<file path="config.mk">
export PLATFORM = sky130hd
export DESIGN_NAME = keyed_permutation_block_score
export DESIGN_NICKNAME = d
export VERILOG_FILES = /design/src/rtl/core/kpbs_pkg.sv /design/src/rtl/core/kpbs_ctrl.sv /design/src/rtl/core/kpbs_datapath.sv /design/src/rtl/core/keyed_permutation_block_score.sv
export SDC_FILE = /design/constraint.sdc
export NUM_CORES = 1
export LEC_CHECK = 0
export BUFFER_PORTS_ARGS = -buffer_cell sky130_fd_sc_hd__buf_2
export CORE_MARGIN = 2
export CORE_UTILIZATION = 40
export CTS_CLUSTER_DIAMETER = 100
export DETAILED_ROUTE_END_ITERATION = 10
export GPL_ROUTABILITY_DRIVEN = 0
export PLACE_DENSITY = 0.61
export SYNTH_ARGS = -nofsm -noshare
export SYNTH_HDL_FRONTEND = slang
export SYNTH_HIERARCHICAL = 1
export SYNTH_SLANG_ARGS = --single-unit
</file>
<file path="constraint.sdc">
create_clock -name clk -period 12 [get_ports clk]
set_input_delay 1.8 -clock clk [delete_from_list [all_inputs] [get_ports clk]]
set_output_delay 1.8 -clock clk [all_outputs]
set_load 0.02 [all_outputs]
</file>
<file path="src/rtl/core/kpbs_pkg.sv">
// ----------------------------------------------------------------------------
// kpbs_pkg
// Shared constants, round table and controller/datapath interface types for
// the keyed permutation block scorer.
// ----------------------------------------------------------------------------
package kpbs_pkg;

  // block limits and field widths
  localparam int MAX_BLOCK = 1024;
  localparam int CNT_W     = $clog2(MAX_BLOCK + 1);
  localparam int OUT_W     = 11;
  localparam int SAMPLE_W  = 16;
  localparam int HALF_W    = SAMPLE_W / 2;
  localparam int KEY_W     = 32;
  localparam int ROUNDS    = 4;
  localparam int RND_W     = $clog2(ROUNDS);
  localparam int TDATA_OUT_W = ((3 * OUT_W + 1 + 7) / 8) * 8;

  localparam logic [RND_W-1:0] LAST_RND = RND_W'(ROUNDS - 1);

  // round mixing constant
  localparam logic [31:0] MIX_MULT = 32'h045D_9F3B;

  typedef logic [255:0][HALF_W-1:0] round_table_t;

  // round function of an 8-bit value (key byte already folded in)
  function automatic round_table_t build_round_table();
    round_table_t tbl;
    logic [31:0]  v;
    for (int i = 0; i < 256; i++) begin
      v = 32'(i);
      v = v * MIX_MULT;
      v = v ^ (v >> 16);
      v = v * MIX_MULT;
      v = v ^ (v >> 16);
      tbl[i] = v[HALF_W-1:0];
    end
    return tbl;
  endfunction

  localparam round_table_t ROUND_TABLE = build_round_table();

  // controller to datapath
  typedef struct packed {
    logic             load;
    logic             step;
    logic             commit;
    logic [RND_W-1:0] rnd;
  } kpbs_cmd_t;

  // datapath to controller
  typedef struct packed {
    logic commit_ok;
  } kpbs_status_t;

endpackage

</file>
<file path="src/rtl/core/kpbs_ctrl.sv">
// ----------------------------------------------------------------------------
// kpbs_ctrl
// Sequencer: takes a word, steps the Feistel rounds through the shared round
// unit and commits the word to the block counters.
// ----------------------------------------------------------------------------
module kpbs_ctrl (
  input  logic                  clk,
  input  logic                  rst,
  input  logic                  s_tvalid,
  output logic                  s_tready,
  input  kpbs_pkg::kpbs_status_t stat,
  output kpbs_pkg::kpbs_cmd_t   cmd
);
  import kpbs_pkg::*;

  typedef enum logic {
    S_IDLE,
    S_RUN
  } state_t;

  state_t           state;
  logic [RND_W-1:0] rnd;
  logic             final_rnd;

  assign final_rnd = (state == S_RUN) && (rnd == LAST_RND);

  // ready when idle or when the current word retires this cycle
  assign s_tready   = (state == S_IDLE) || (final_rnd && stat.commit_ok);
  assign cmd.load   = s_tvalid && s_tready;
  assign cmd.step   = (state == S_RUN) && (rnd != LAST_RND);
  assign cmd.commit = final_rnd && stat.commit_ok;
  assign cmd.rnd    = rnd;

  // state and round counter
  always_ff @(posedge clk) begin
    if (rst) begin
      state <= S_IDLE;
      rnd   <= '0;
    end else begin
      unique case (state)
        S_IDLE: begin
          if (s_tvalid) begin
            state <= S_RUN;
            rnd   <= '0;
          end
        end
        S_RUN: begin
          if (rnd != LAST_RND) begin
            rnd <= rnd + 1'b1;
          end else if (stat.commit_ok) begin
            rnd <= '0;
            if (!s_tvalid) begin
              state <= S_IDLE;
            end
          end
        end
        default: begin
          state <= S_IDLE;
          rnd   <= '0;
        end
      endcase
    end
  end

endmodule

</file>
<file path="src/rtl/core/kpbs_datapath.sv">
// ----------------------------------------------------------------------------
// kpbs_datapath
// Key register, Feistel half registers with the shared round unit, block
// counters and the result register.
// ----------------------------------------------------------------------------
module kpbs_datapath (
  input  logic                              clk,
  input  logic                              rst,
  input  logic                              cfg_we,
  input  logic [kpbs_pkg::KEY_W-1:0]        cfg_wdata,
  input  logic [kpbs_pkg::SAMPLE_W-1:0]     s_tdata,
  input  logic                              s_tlast,
  output logic                              m_tvalid,
  input  logic                              m_tready,
  output logic [kpbs_pkg::TDATA_OUT_W-1:0]  m_tdata,
  input  kpbs_pkg::kpbs_cmd_t               cmd,
  output kpbs_pkg::kpbs_status_t            stat
);
  import kpbs_pkg::*;

  logic [KEY_W-1:0]  list_key;
  logic [HALF_W-1:0] left;
  logic [HALF_W-1:0] right;
  logic              last_q;
  logic [HALF_W-1:0] key_byte;
  logic [HALF_W-1:0] mix;

  logic [CNT_W-1:0]  member_cnt;
  logic [CNT_W-1:0]  word_cnt;
  logic              ovf;
  logic [CNT_W-1:0]  member_next;
  logic [CNT_W-1:0]  word_next;
  logic              ovf_next;
  logic [CNT_W-1:0]  others;
  logic [CNT_W-1:0]  score;
  logic              is_member;

  logic [OUT_W-1:0]  score_q;
  logic [OUT_W-1:0]  member_q;
  logic [OUT_W-1:0]  word_q;
  logic              ovf_q;

  // configuration register
  always_ff @(posedge clk) begin
    if (rst) begin
      list_key <= '0;
    end else if (cfg_we) begin
      list_key <= cfg_wdata;
    end
  end

  // round unit: key byte folded in, then the constant table
  assign key_byte = list_key[HALF_W*cmd.rnd +: HALF_W];
  assign mix      = ROUND_TABLE[right ^ key_byte];

  // feistel halves
  always_ff @(posedge clk) begin
    if (cmd.load) begin
      left   <= s_tdata[SAMPLE_W-1:HALF_W];
      right  <= s_tdata[HALF_W-1:0];
      last_q <= s_tlast;
    end else if (cmd.step) begin
      left  <= right;
      right <= left ^ mix;
    end
  end

  // final round leaves the current right half on top
  assign is_member = !right[HALF_W-1];

  // saturating counter update
  always_comb begin
    member_next = member_cnt;
    word_next   = word_cnt;
    ovf_next    = ovf;
    if (word_cnt < CNT_W'(MAX_BLOCK)) begin
      word_next = word_cnt + 1'b1;
      if (is_member) begin
        member_next = member_cnt + 1'b1;
      end
    end else begin
      ovf_next = 1'b1;
    end
  end

  assign others = word_next - member_next;
  assign score  = (member_next > others) ? member_next : others;

  // block counters
  always_ff @(posedge clk) begin
    if (rst) begin
      member_cnt <= '0;
      word_cnt   <= '0;
      ovf        <= 1'b0;
    end else if (cmd.commit) begin
      if (last_q) begin
        member_cnt <= '0;
        word_cnt   <= '0;
        ovf        <= 1'b0;
      end else begin
        member_cnt <= member_next;
        word_cnt   <= word_next;
        ovf        <= ovf_next;
      end
    end
  end

  // result register
  always_ff @(posedge clk) begin
    if (rst) begin
      m_tvalid <= 1'b0;
    end else if (cmd.commit && last_q) begin
      m_tvalid <= 1'b1;
    end else if (m_tready) begin
      m_tvalid <= 1'b0;
    end
  end

  always_ff @(posedge clk) begin
    if (cmd.commit && last_q) begin
      score_q  <= OUT_W'(score);
      member_q <= OUT_W'(member_next);
      word_q   <= OUT_W'(word_next);
      ovf_q    <= ovf_next;
    end
  end

  assign m_tdata = TDATA_OUT_W'({ovf_q, word_q, member_q, score_q});

  // a last word may retire only when the result slot frees up
  assign stat.commit_ok = !last_q || !m_tvalid || m_tready;

endmodule

</file>
<file path="src/rtl/core/keyed_permutation_block_score.sv">
// ----------------------------------------------------------------------------
// keyed_permutation_block_score
// Top level: stream in, Feistel permutation, block membership score out.
// ----------------------------------------------------------------------------
// Each 16-bit word is permuted by a 3-round 8+8-bit Feistel network keyed by
// cfg_wdata (one key byte per round, byte 0 first); a word is a member when
// bit 15 of the permuted value is clear. On the word with tlast set, one
// result is sent with max(members, words - members), both counts and an
// overflow flag, and the counters restart. Counters saturate at MAX_BLOCK
// words. Each word passes three rounds through the shared round table, then
// a final step in which it is counted and the next word can be taken in. The
// key must be written only while no word is in flight (the block does not
// enforce this) and applies from the next word on; no read-back.
module keyed_permutation_block_score (
  input  logic                              clk,
  input  logic                              rst,
  // configuration
  input  logic                              cfg_we,
  input  logic [kpbs_pkg::KEY_W-1:0]        cfg_wdata,
  // input stream
  input  logic                              s_tvalid,
  output logic                              s_tready,
  input  logic [kpbs_pkg::SAMPLE_W-1:0]     s_tdata,   // sample
  input  logic                              s_tlast,
  // result stream
  output logic                              m_tvalid,
  input  logic                              m_tready,
  // block_score, member_total, word_total, count_overflow, zero fill
  output logic [kpbs_pkg::TDATA_OUT_W-1:0]  m_tdata
);
  import kpbs_pkg::*;

  kpbs_cmd_t    cmd;
  kpbs_status_t stat;

  kpbs_ctrl u_ctrl (
    .clk      (clk),
    .rst      (rst),
    .s_tvalid (s_tvalid),
    .s_tready (s_tready),
    .stat     (stat),
    .cmd      (cmd)
  );

  kpbs_datapath u_datapath (
    .clk       (clk),
    .rst       (rst),
    .cfg_we    (cfg_we),
    .cfg_wdata (cfg_wdata),
    .s_tdata   (s_tdata),
    .s_tlast   (s_tlast),
    .m_tvalid  (m_tvalid),
    .m_tready  (m_tready),
    .m_tdata   (m_tdata),
    .cmd       (cmd),
    .stat      (stat)
  );

`ifndef SYNTHESIS
  // members never outnumber counted words
  assert property (@(posedge clk) disable iff (rst)
    m_tvalid |-> (m_tdata[2*OUT_W-1:OUT_W] <= m_tdata[3*OUT_W-1:2*OUT_W]))
    else $error("member_total above word_total");

  // score is at least half the block
  assert property (@(posedge clk) disable iff (rst)
    m_tvalid |-> ({m_tdata[OUT_W-1:0], 1'b0} >= {1'b0, m_tdata[3*OUT_W-1:2*OUT_W]}))
    else $error("block_score below half of word_total");

  // overflow only with a full block
  assert property (@(posedge clk) disable iff (rst)
    (m_tvalid && m_tdata[3*OUT_W]) |->
      (m_tdata[3*OUT_W-1:2*OUT_W] == OUT_W'(MAX_BLOCK)))
    else $error("overflow flagged on a short block");

  // a new word is never taken while rounds are still being stepped
  assert property (@(posedge clk) disable iff (rst)
    (s_tready && cmd.commit == 1'b0) |-> (cmd.step == 1'b0))
    else $error("input taken during rounds");
`endif

endmodule
</file>
==> run_results.csv, run 1 <==
group,metric,value,unit
status,status,"finished, final reports clean",
final_layout,fin_util,0.446,
worst_setup_path,path_delay_family,"compound AO/OA/AOI/OAI gates",
final_layout,num-fill-cells,2127,
detailed_routing,drc,0,
die,core-area,22000,µm²
die,fp.dieH,154,µm
power_and_ir_drop,p_per_area,284,nW/µm²
die,start_util,0.409,
timing,timing.hold.ws,0.495,ns
timing,maxSlewViolCount,0,
place,portBuffers,89,
logic_synthesis,yosysWarningCount,6,
grt,antenna_found_initial,2,
logic_synthesis,syn-cell-area,8980,µm²
timing,rsz0062_at_grt,"false",
logic_synthesis,synthTopCellsByCount,"125 x nor2_1, 90 x nand2_1, 86 x a21oi_1, 59 x dfxtp_1, 59 x o21ai_0",
timing,period_needed,5.04,ns
final_layout,drive_above_1_share,0.151,
worst_hold_path,hp-class,"register to register",
clock_network,cts-root-buf,"clkbuf_16",
clock_network,postCtsSetupBuffers,0,
logic_synthesis,ys_seq_area_frac,0.302,
timing,final-setup-viol-count,0,
clock_network,numCtsBuffers,9,
final_layout,area_growth,8.94,%
die,die_w,154,µm
logic_synthesis,synth_area_leaders,"edfxtp_1 17%, dfxtp_1 13%, mux2i_1 6.0%",
power_and_ir_drop,power_switching,1560,µW
power_and_ir_drop,p_int,1220,µW
worst_setup_path,endpoint_kind,"register",
clock_network,clockBufferDepth,2,
timing,fin_skew,0.0152,ns
logic_synthesis,ys.flop_type,"dfxtp_1",
clock_network,htreeDepth,3,
power_and_ir_drop,power_frac_seq,0.169,
place,place_hpwl,19.8,mm
detailed_routing,drt_iter0_drc,1360,
power_and_ir_drop,netSwitchingFraction,0.562,
grt,grt_pass1_wl,45.6,mm
timing,timing.fmax,199,MHz
clock_network,ctsHoldBuffers,0,
die,die_area,23700,µm²
logic_synthesis,syn_inst,1075,
timing,relSlewSlack,0.262,
detailed_routing,ant_nets,0,
logic_synthesis,synth_area_leader_cell,"edfxtp_1",
worst_setup_path,crit_chain,"ha_1, or3b_2, xnor2_1, inv_1, ha_1, o21a_1, o211ai_1, a21oi_1, o31ai_1, nand3b_1, a31oi_1, xor2_1, ha_1, nand4_1, nor4_1, a21o_1, a22oi_1, buf_4, mux2i_1",
timing,post-route-period-util,0.420,
grt,grt.overflow.total,0,
final_layout,fin_nets,1191,
clock_network,cts.repair.resized,0,
worst_setup_path,path_common_cell,"ha_1",
worst_setup_path,cpMaxStageDelayCell,"or3b_2",
timing,finalHoldViolations,0,
power_and_ir_drop,vdd_ir_drop_max,165,µV
grt,grt_max_degree,80,
logic_synthesis,yosysMostFrequentCell,"nor2_1",
die,io-pin-count,96,
logic_synthesis,synth_cell_types,87,
worst_setup_path,start_kind,"register",
detailed_routing,routed_wl,29.2,mm
clock_network,clk_latency,0.36,ns
power_and_ir_drop,clkPwrFrac,0.107,
die,row_count,54,
worst_setup_path,critPathArrivalTime,5.23,ns
timing,tns,0,ns
logic_synthesis,synthArstFlopShare,0,
final_layout,final_cells,1388,
run,maxCapViolCount,0,
timing,tightest_slew,1.11,ns
clock_network,cts.sinks,110,
clock_network,clkTransAtPathRegs,0.07,ns
worst_setup_path,cp_num_buf_inv,2,
worst_setup_path,path_class,"register to register",
worst_setup_path,cp_max_fo,6,
worst_setup_path,cp.required,12.19,ns
logic_synthesis,synth.top_cell.area_share,0.170,
worst_setup_path,slowest_delay,0.48,ns
detailed_routing,via_per_inst,6.39,
power_and_ir_drop,total_power,2780,µW
logic_synthesis,synth_edf_count,51,
logic_synthesis,avgSynthCellArea,8.36,µm²
detailed_routing,wire_per_inst,21.1,µm
detailed_routing,vias,8872,
logic_synthesis,synth-seq-cells,110,
clock_network,cts_tree,"done",
power_and_ir_drop,cellLeakagePower,0.00389,µW
grt,grt_pass1_vias,8125,
grt,grt_usage,0.239,
place,dp_cells,1370,
detailed_routing,first_pass_iters,7,
power_and_ir_drop,p_comb_frac,0.724,
routing by layer:
metal,wire (µm),GRT usage,vias up
met5,0,0,-
met4,1470,0.119,0
met3,3630,0.0668,140
met2,11700,0.334,646
met1,12400,0.338,4039
li1,-,-,4047
final timing paths:
check	from	end	slack [ns]	cells after the start
max	u_datapath/member_cnt[0]	u_datapath/score_q[2]	6.96	19
min	u_datapath/list_key[31]	u_datapath/list_key[31]	0.50	2
max reg2reg	u_datapath/member_cnt[0]	u_datapath/score_q[2]	6.96	19
min reg2reg	u_datapath/list_key[31]	u_datapath/list_key[31]	0.50	2
cell families after synthesis:
kind of cell	count (synthesis)	synth area share
DFF	110	0.302
other	1	0.000417
buffers and inverters	127	0.0684
and+or+nand+nor	340	0.173
AOI/OAI and AO/OA	333	0.249
muxes	76	0.0986
xor gates and xnor gates	52	0.0574
adders and majority gates	36	0.0510
area by class of cell:
| class | instances | area (µm²) | area share |
|---|---|---|---|
| multi-input combinational | 843 | 5720 | 0.585 |
| sequential | 110 | 2710 | 0.277 |
| timing repair buffer | 109 | 596 | 0.0609 |
| tap | 280 | 350 | 0.0358 |
| clock buffer | 11 | 254 | 0.0260 |
| inverter | 28 | 105 | 0.0107 |
| clock inverter | 5 | 41.3 | 0.00422 |
| antenna | 2 | 5.00 | 0.000511 |
layout by cell type, fill, tap and decap left out, types with 8 or more instances in the layout:
cell,synthesis,layout
a211oi_1,16,16
a21oi_1,86,86
a221oi_1,9,9
a22oi_1,15,15
a31oi_1,18,18
and3_1,10,10
buf_2,28,89
buf_4,15,20
clkbuf_16,0,10
dfxtp_1,59,59
edfxtp_1,51,51
ha_1,35,35
inv_1,25,25
mux2_2,14,14
mux2i_1,54,54
nand2_1,90,90
nand2b_1,9,9
nand3_1,27,27
nand4_1,8,8
nor2_1,125,125
nor2b_1,16,15
nor3_1,21,21
nor4_1,8,8
o211ai_1,20,20
o21ai_0,59,59
o221ai_1,12,12
o22ai_1,10,10
o311ai_0,9,9
o31ai_1,8,8
xnor2_1,28,27
xor2_1,19,17
registers in the layout, summed over array words and instances (netlist names), 2 cells and up:
name and flops:
u_datapath/right 8, u_datapath/word_cnt 11, u_datapath/word_q 11, u_datapath/list_key 32, u_datapath/member_cnt 11, u_datapath/left 8
u_datapath/member_q 11, u_datapath/score_q 11, u_ctrl/rnd 2
power groups by stage:
stage / Combinational [µW] / Clock (µW) / Sequential [µW]
after floorplan: 1410 / 0 / 464
after global placement: 1910 / 0 / 480
after detailed placement: 1880 / 0 / 480
after CTS: 1890 / 303 / 472
after global routing: 2100 / 317 / 477
final: 2010 / 297 / 471
through the flow:
| step | area [µm²] | setup slack, ns |
|---|---|---|
| after global placement | 9490 | 7.21 |
| after CTS | 9780 | 6.98 |
| after detailed placement | 9490 | 7.00 |
| after floorplan | 9000 | 7.74 |
| after global routing | 9780 | 6.58 |
| final | 9790 | 6.96 |
worst reg2reg max path, stage by stage (launching register included):
cell and delay (ns):
dfxtp_1 0.41, ha_1 0.16, or3b_2 0.48, xnor2_1 0.32
inv_1 0.11, ha_1 0.36, o21a_1 0.15, o211ai_1 0.16
a21oi_1 0.10, o31ai_1 0.45, nand3b_1 0.13, a31oi_1 0.21
xor2_1 0.20, ha_1 0.27, nand4_1 0.15, nor4_1 0.08
a21o_1 0.18, a22oi_1 0.43, buf_4 0.27, mux2i_1 0.24
Power figures use the tool's default switching activity.
==> run 2, diff against run 1 <==
--- a/config.mk
+++ b/config.mk
@@ -5,13 +5,14 @@
 export SDC_FILE = /design/constraint.sdc
 export NUM_CORES = 1
 export LEC_CHECK = 0
+export ABC_AREA = 1
 export BUFFER_PORTS_ARGS = -buffer_cell sky130_fd_sc_hd__buf_2
 export CORE_MARGIN = 2
 export CORE_UTILIZATION = 40
 export CTS_CLUSTER_DIAMETER = 100
 export DETAILED_ROUTE_END_ITERATION = 10
 export GPL_ROUTABILITY_DRIVEN = 0
-export PLACE_DENSITY = 0.61
+export PLACE_DENSITY = 0.63
 export SYNTH_ARGS = -nofsm -noshare
 export SYNTH_HDL_FRONTEND = slang
 export SYNTH_HIERARCHICAL = 1
==> constraint.sdc (replaced) <==
create_clock -name clk -period 4.3 [get_ports clk]
set_input_delay 0.645 -clock clk [delete_from_list [all_inputs] [get_ports clk]]
set_output_delay 0.645 -clock clk [all_outputs]
set_load 0.02 [all_outputs]
==> run_results.csv, run 2 <==
group,metric,value,unit
timing,finalHoldViolations,0,
worst_setup_path,rrSetupSlack,0.25,ns
logic_synthesis,synth.top_cell.area_share,0.185,
worst_setup_path,r2r_cells,22,
grt,grt_pass1_vias,9116,
clock_network,clkTransAtPathRegs,0.07,ns
timing,relSlewSlack,0.398,
power_and_ir_drop,total_power,6880,µW
worst_hold_path,hold_end,"u_datapath/ovf",
final_layout,drive_above_1_share,0.147,
timing,final-setup-viol-count,0,
logic_synthesis,syn-cell-area,8980,µm²
logic_synthesis,synth_area_leaders,"nand2_1 19%, edfxtp_1 17%, nand3_1 14%",
final_layout,fin_nets,1584,
logic_synthesis,synth_area_leader_cell,"nand2_1",
die,start_util,0.409,
final_layout,area_growth,12.3,%
logic_synthesis,synthTopCellsByCount,"443 x nand2_1, 251 x nand3_1, 130 x nor2_1, 116 x inv_1, 68 x o21ai_0",
clock_network,cts-root-buf,"clkbuf_16",
clock_network,numCtsBuffers,9,
clock_network,htreeDepth,3,
worst_setup_path,critPathArrivalTime,4.16,ns
grt,antenna_found_initial,0,
final_layout,final_cells,1779,
die,fp.dieH,154,µm
place,dp_cells,1758,
place,place_hpwl,22.2,mm
logic_synthesis,synthArstFlopShare,0,
place,dp_slack,0.0608,ns
status,status,"finished, final reports clean",
final_layout,layout_common_cells,"442 x nand2_1, 251 x nand3_1, 129 x nor2_1",
detailed_routing,ant_nets,0,
timing,period_needed,4.05,ns
worst_hold_path,hp-class,"register to register",
logic_synthesis,syn_inst,1417,
detailed_routing,drt_iter0_drc,1268,
timing,timing.fmax,247,MHz
detailed_routing,drc,0,
die,io-pin-count,96,
timing,maxSlewViolCount,0,
logic_synthesis,synth_edf_count,51,
grt,grt.overflow.total,0,
detailed_routing,routed_wl,30.5,mm
worst_setup_path,cp_max_fo,4,
worst_hold_path,whs_path_depth,2,
logic_synthesis,ys_seq_area_frac,0.302,
final_layout,diodes,0,
detailed_routing,vias,9918,
logic_synthesis,synth_cell_types,49,
clock_network,clockBufferDepth,2,
power_and_ir_drop,vdd_ir_drop_max,336,µV
timing,tightest_slew,0.902,ns
die,die_area,23700,µm²
timing,post-route-period-util,0.942,
worst_setup_path,start_kind,"register",
place,portBuffers,89,
worst_hold_path,hp-start,"u_datapath/ovf",
final_layout,final_common_cell,"nand2_1",
logic_synthesis,synth-seq-cells,110,
final_layout,largest-register,"u_datapath/list_key",
detailed_routing,first_pass_iters,6,
detailed_routing,wire_per_inst,17.1,µm
worst_setup_path,r2r-end,"u_datapath/score_q[8]",
die,die_w,154,µm
power_and_ir_drop,p_per_area,682,nW/µm²
die,core-area,22000,µm²
final_layout,largest_register_ffs,32,
grt,grt_usage,0.256,
timing,fin_skew,0.0137,ns
power_and_ir_drop,cellLeakagePower,0.00485,µW
clock_network,clk_latency,0.36,ns
run,maxCapViolCount,0,
logic_synthesis,yosysWarningCount,6,
timing,fin_ws,0.247,ns
worst_setup_path,cp.required,4.41,ns
worst_setup_path,timing.rr.start,"u_datapath/right[7]",
worst_setup_path,endpoint_kind,"register",
grt,grt_max_degree,42,
detailed_routing,via_per_inst,5.58,
die,row_count,54,
clock_network,cts.sinks,110,
worst_setup_path,path_class,"register to register",
logic_synthesis,ys.flop_type,"dfxtp_1",
logic_synthesis,avgSynthCellArea,6.34,µm²
clock_network,cts_tree,"done",
grt,grt_pass1_wl,48.6,mm
logic_synthesis,yosysMostFrequentCell,"nand2_1",
-- run 2: cell types whose count changed after synthesis, moves of 17 or more --
cell	previous run	this run
nand3_1	27	251
a31oi_1	18	0
mux2i_1	54	0
inv_1	25	116
nand2_2	0	24
clkbuf_1	37	20
a21oi_1	86	56
xnor2_1	28	6
nand2_1	90	443
-- run 2: cell families after synthesis --
logic type	Yosys count	share of synthesized area
flip-flops	110	0.302
adder cells (fa/ha/maj)	36	0.0510
AO/OA/AOI/OAI	152	0.0907
other	1	0.000417
XOR/XNOR	23	0.0254
AND/OR/NAND/NOR	892	0.430
buffers and inverters	203	0.100
-- run 2: through the flow --
stage	setup TNS (ns)	util	instance area (µm²)	hold slack (ns)
final	0	0.459	10100	0.462
after global routing	-0.190	0.459	10100	0.456
after CTS	0	0.456	10000	0.456
after detailed placement	0	0.444	9750	0.450
after global placement	0	0.444	9750	0.439
after floorplan	0	-	9000	0.429
-- run 2: metal layers --
metal,GRT usage,part of all wire
met1,0.361,0.43
met2,0.369,0.41
met3,0.0685,0.12
met4,0.104,0.041
met5,0,0
-- run 2: power by group --
group | switching, µW | total, µW | internal [µW]
Clock | 389 | 786 | 397
Sequential | 49.1 | 1260 | 1210
Combinational | 3390 | 4830 | 1450
-- run 2: worst max-delay path, cell delays in order, from the launching register on --
cell and delay [ns]:
edfxtp_1 0.44, nor2_4 0.18, buf_4 0.14, nand2_1 0.08, xnor2_1 0.18, inv_1 0.07
ha_1 0.34, inv_1 0.10, o31ai_2 0.30, nand3_1 0.11, nand2_1 0.12, nand2_1 0.06
a21boi_1 0.15, xor2_1 0.25, inv_1 0.08, ha_1 0.31, nand2_1 0.07, nor2_2 0.12
and3_1 0.16, nand4_1 0.19, buf_4 0.22, nand3_1 0.07, nand2_1 0.06
-- run 2: final cells by class --
cell class / instances / area [µm²]
multi-input combinational: 1109 / 5460
clock inverter: 6 / 45.0
sequential: 110 / 2710
fill: 2295 / 11900
clock buffer: 10 / 229
tap: 280 / 350
timing repair buffer: 133 / 792
inverter: 131 / 497
-- run 2: what timing repair did --
action | CTS | global route
hold buffers | 0 | 0
resized for setup | 0 | 10
setup endpoints to repair | 1 | 11
pin swaps | 1 | 2
hold endpoints to repair | 0 | 0
buffers inserted | 0 | 5
-- run 2: worst max path at each step --
stage | startpoint | end | slack (ns) | cells past startpoint
detailed placement | u_datapath/member_cnt[0] | u_datapath/score_q[2] | 0.06 | 22
floorplan | u_datapath/right[7] | u_datapath/score_q[2] | 0.43 | 23
CTS | u_datapath/right[7] | u_datapath/score_q[2] | 0.02 | 23
finish | u_datapath/right[7] | u_datapath/score_q[8] | 0.25 | 22
global placement | u_datapath/word_cnt[10] | u_datapath/score_q[5] | 0.17 | 23
global route | u_datapath/right[7] | u_datapath/score_q[8] | -0.05 | 22
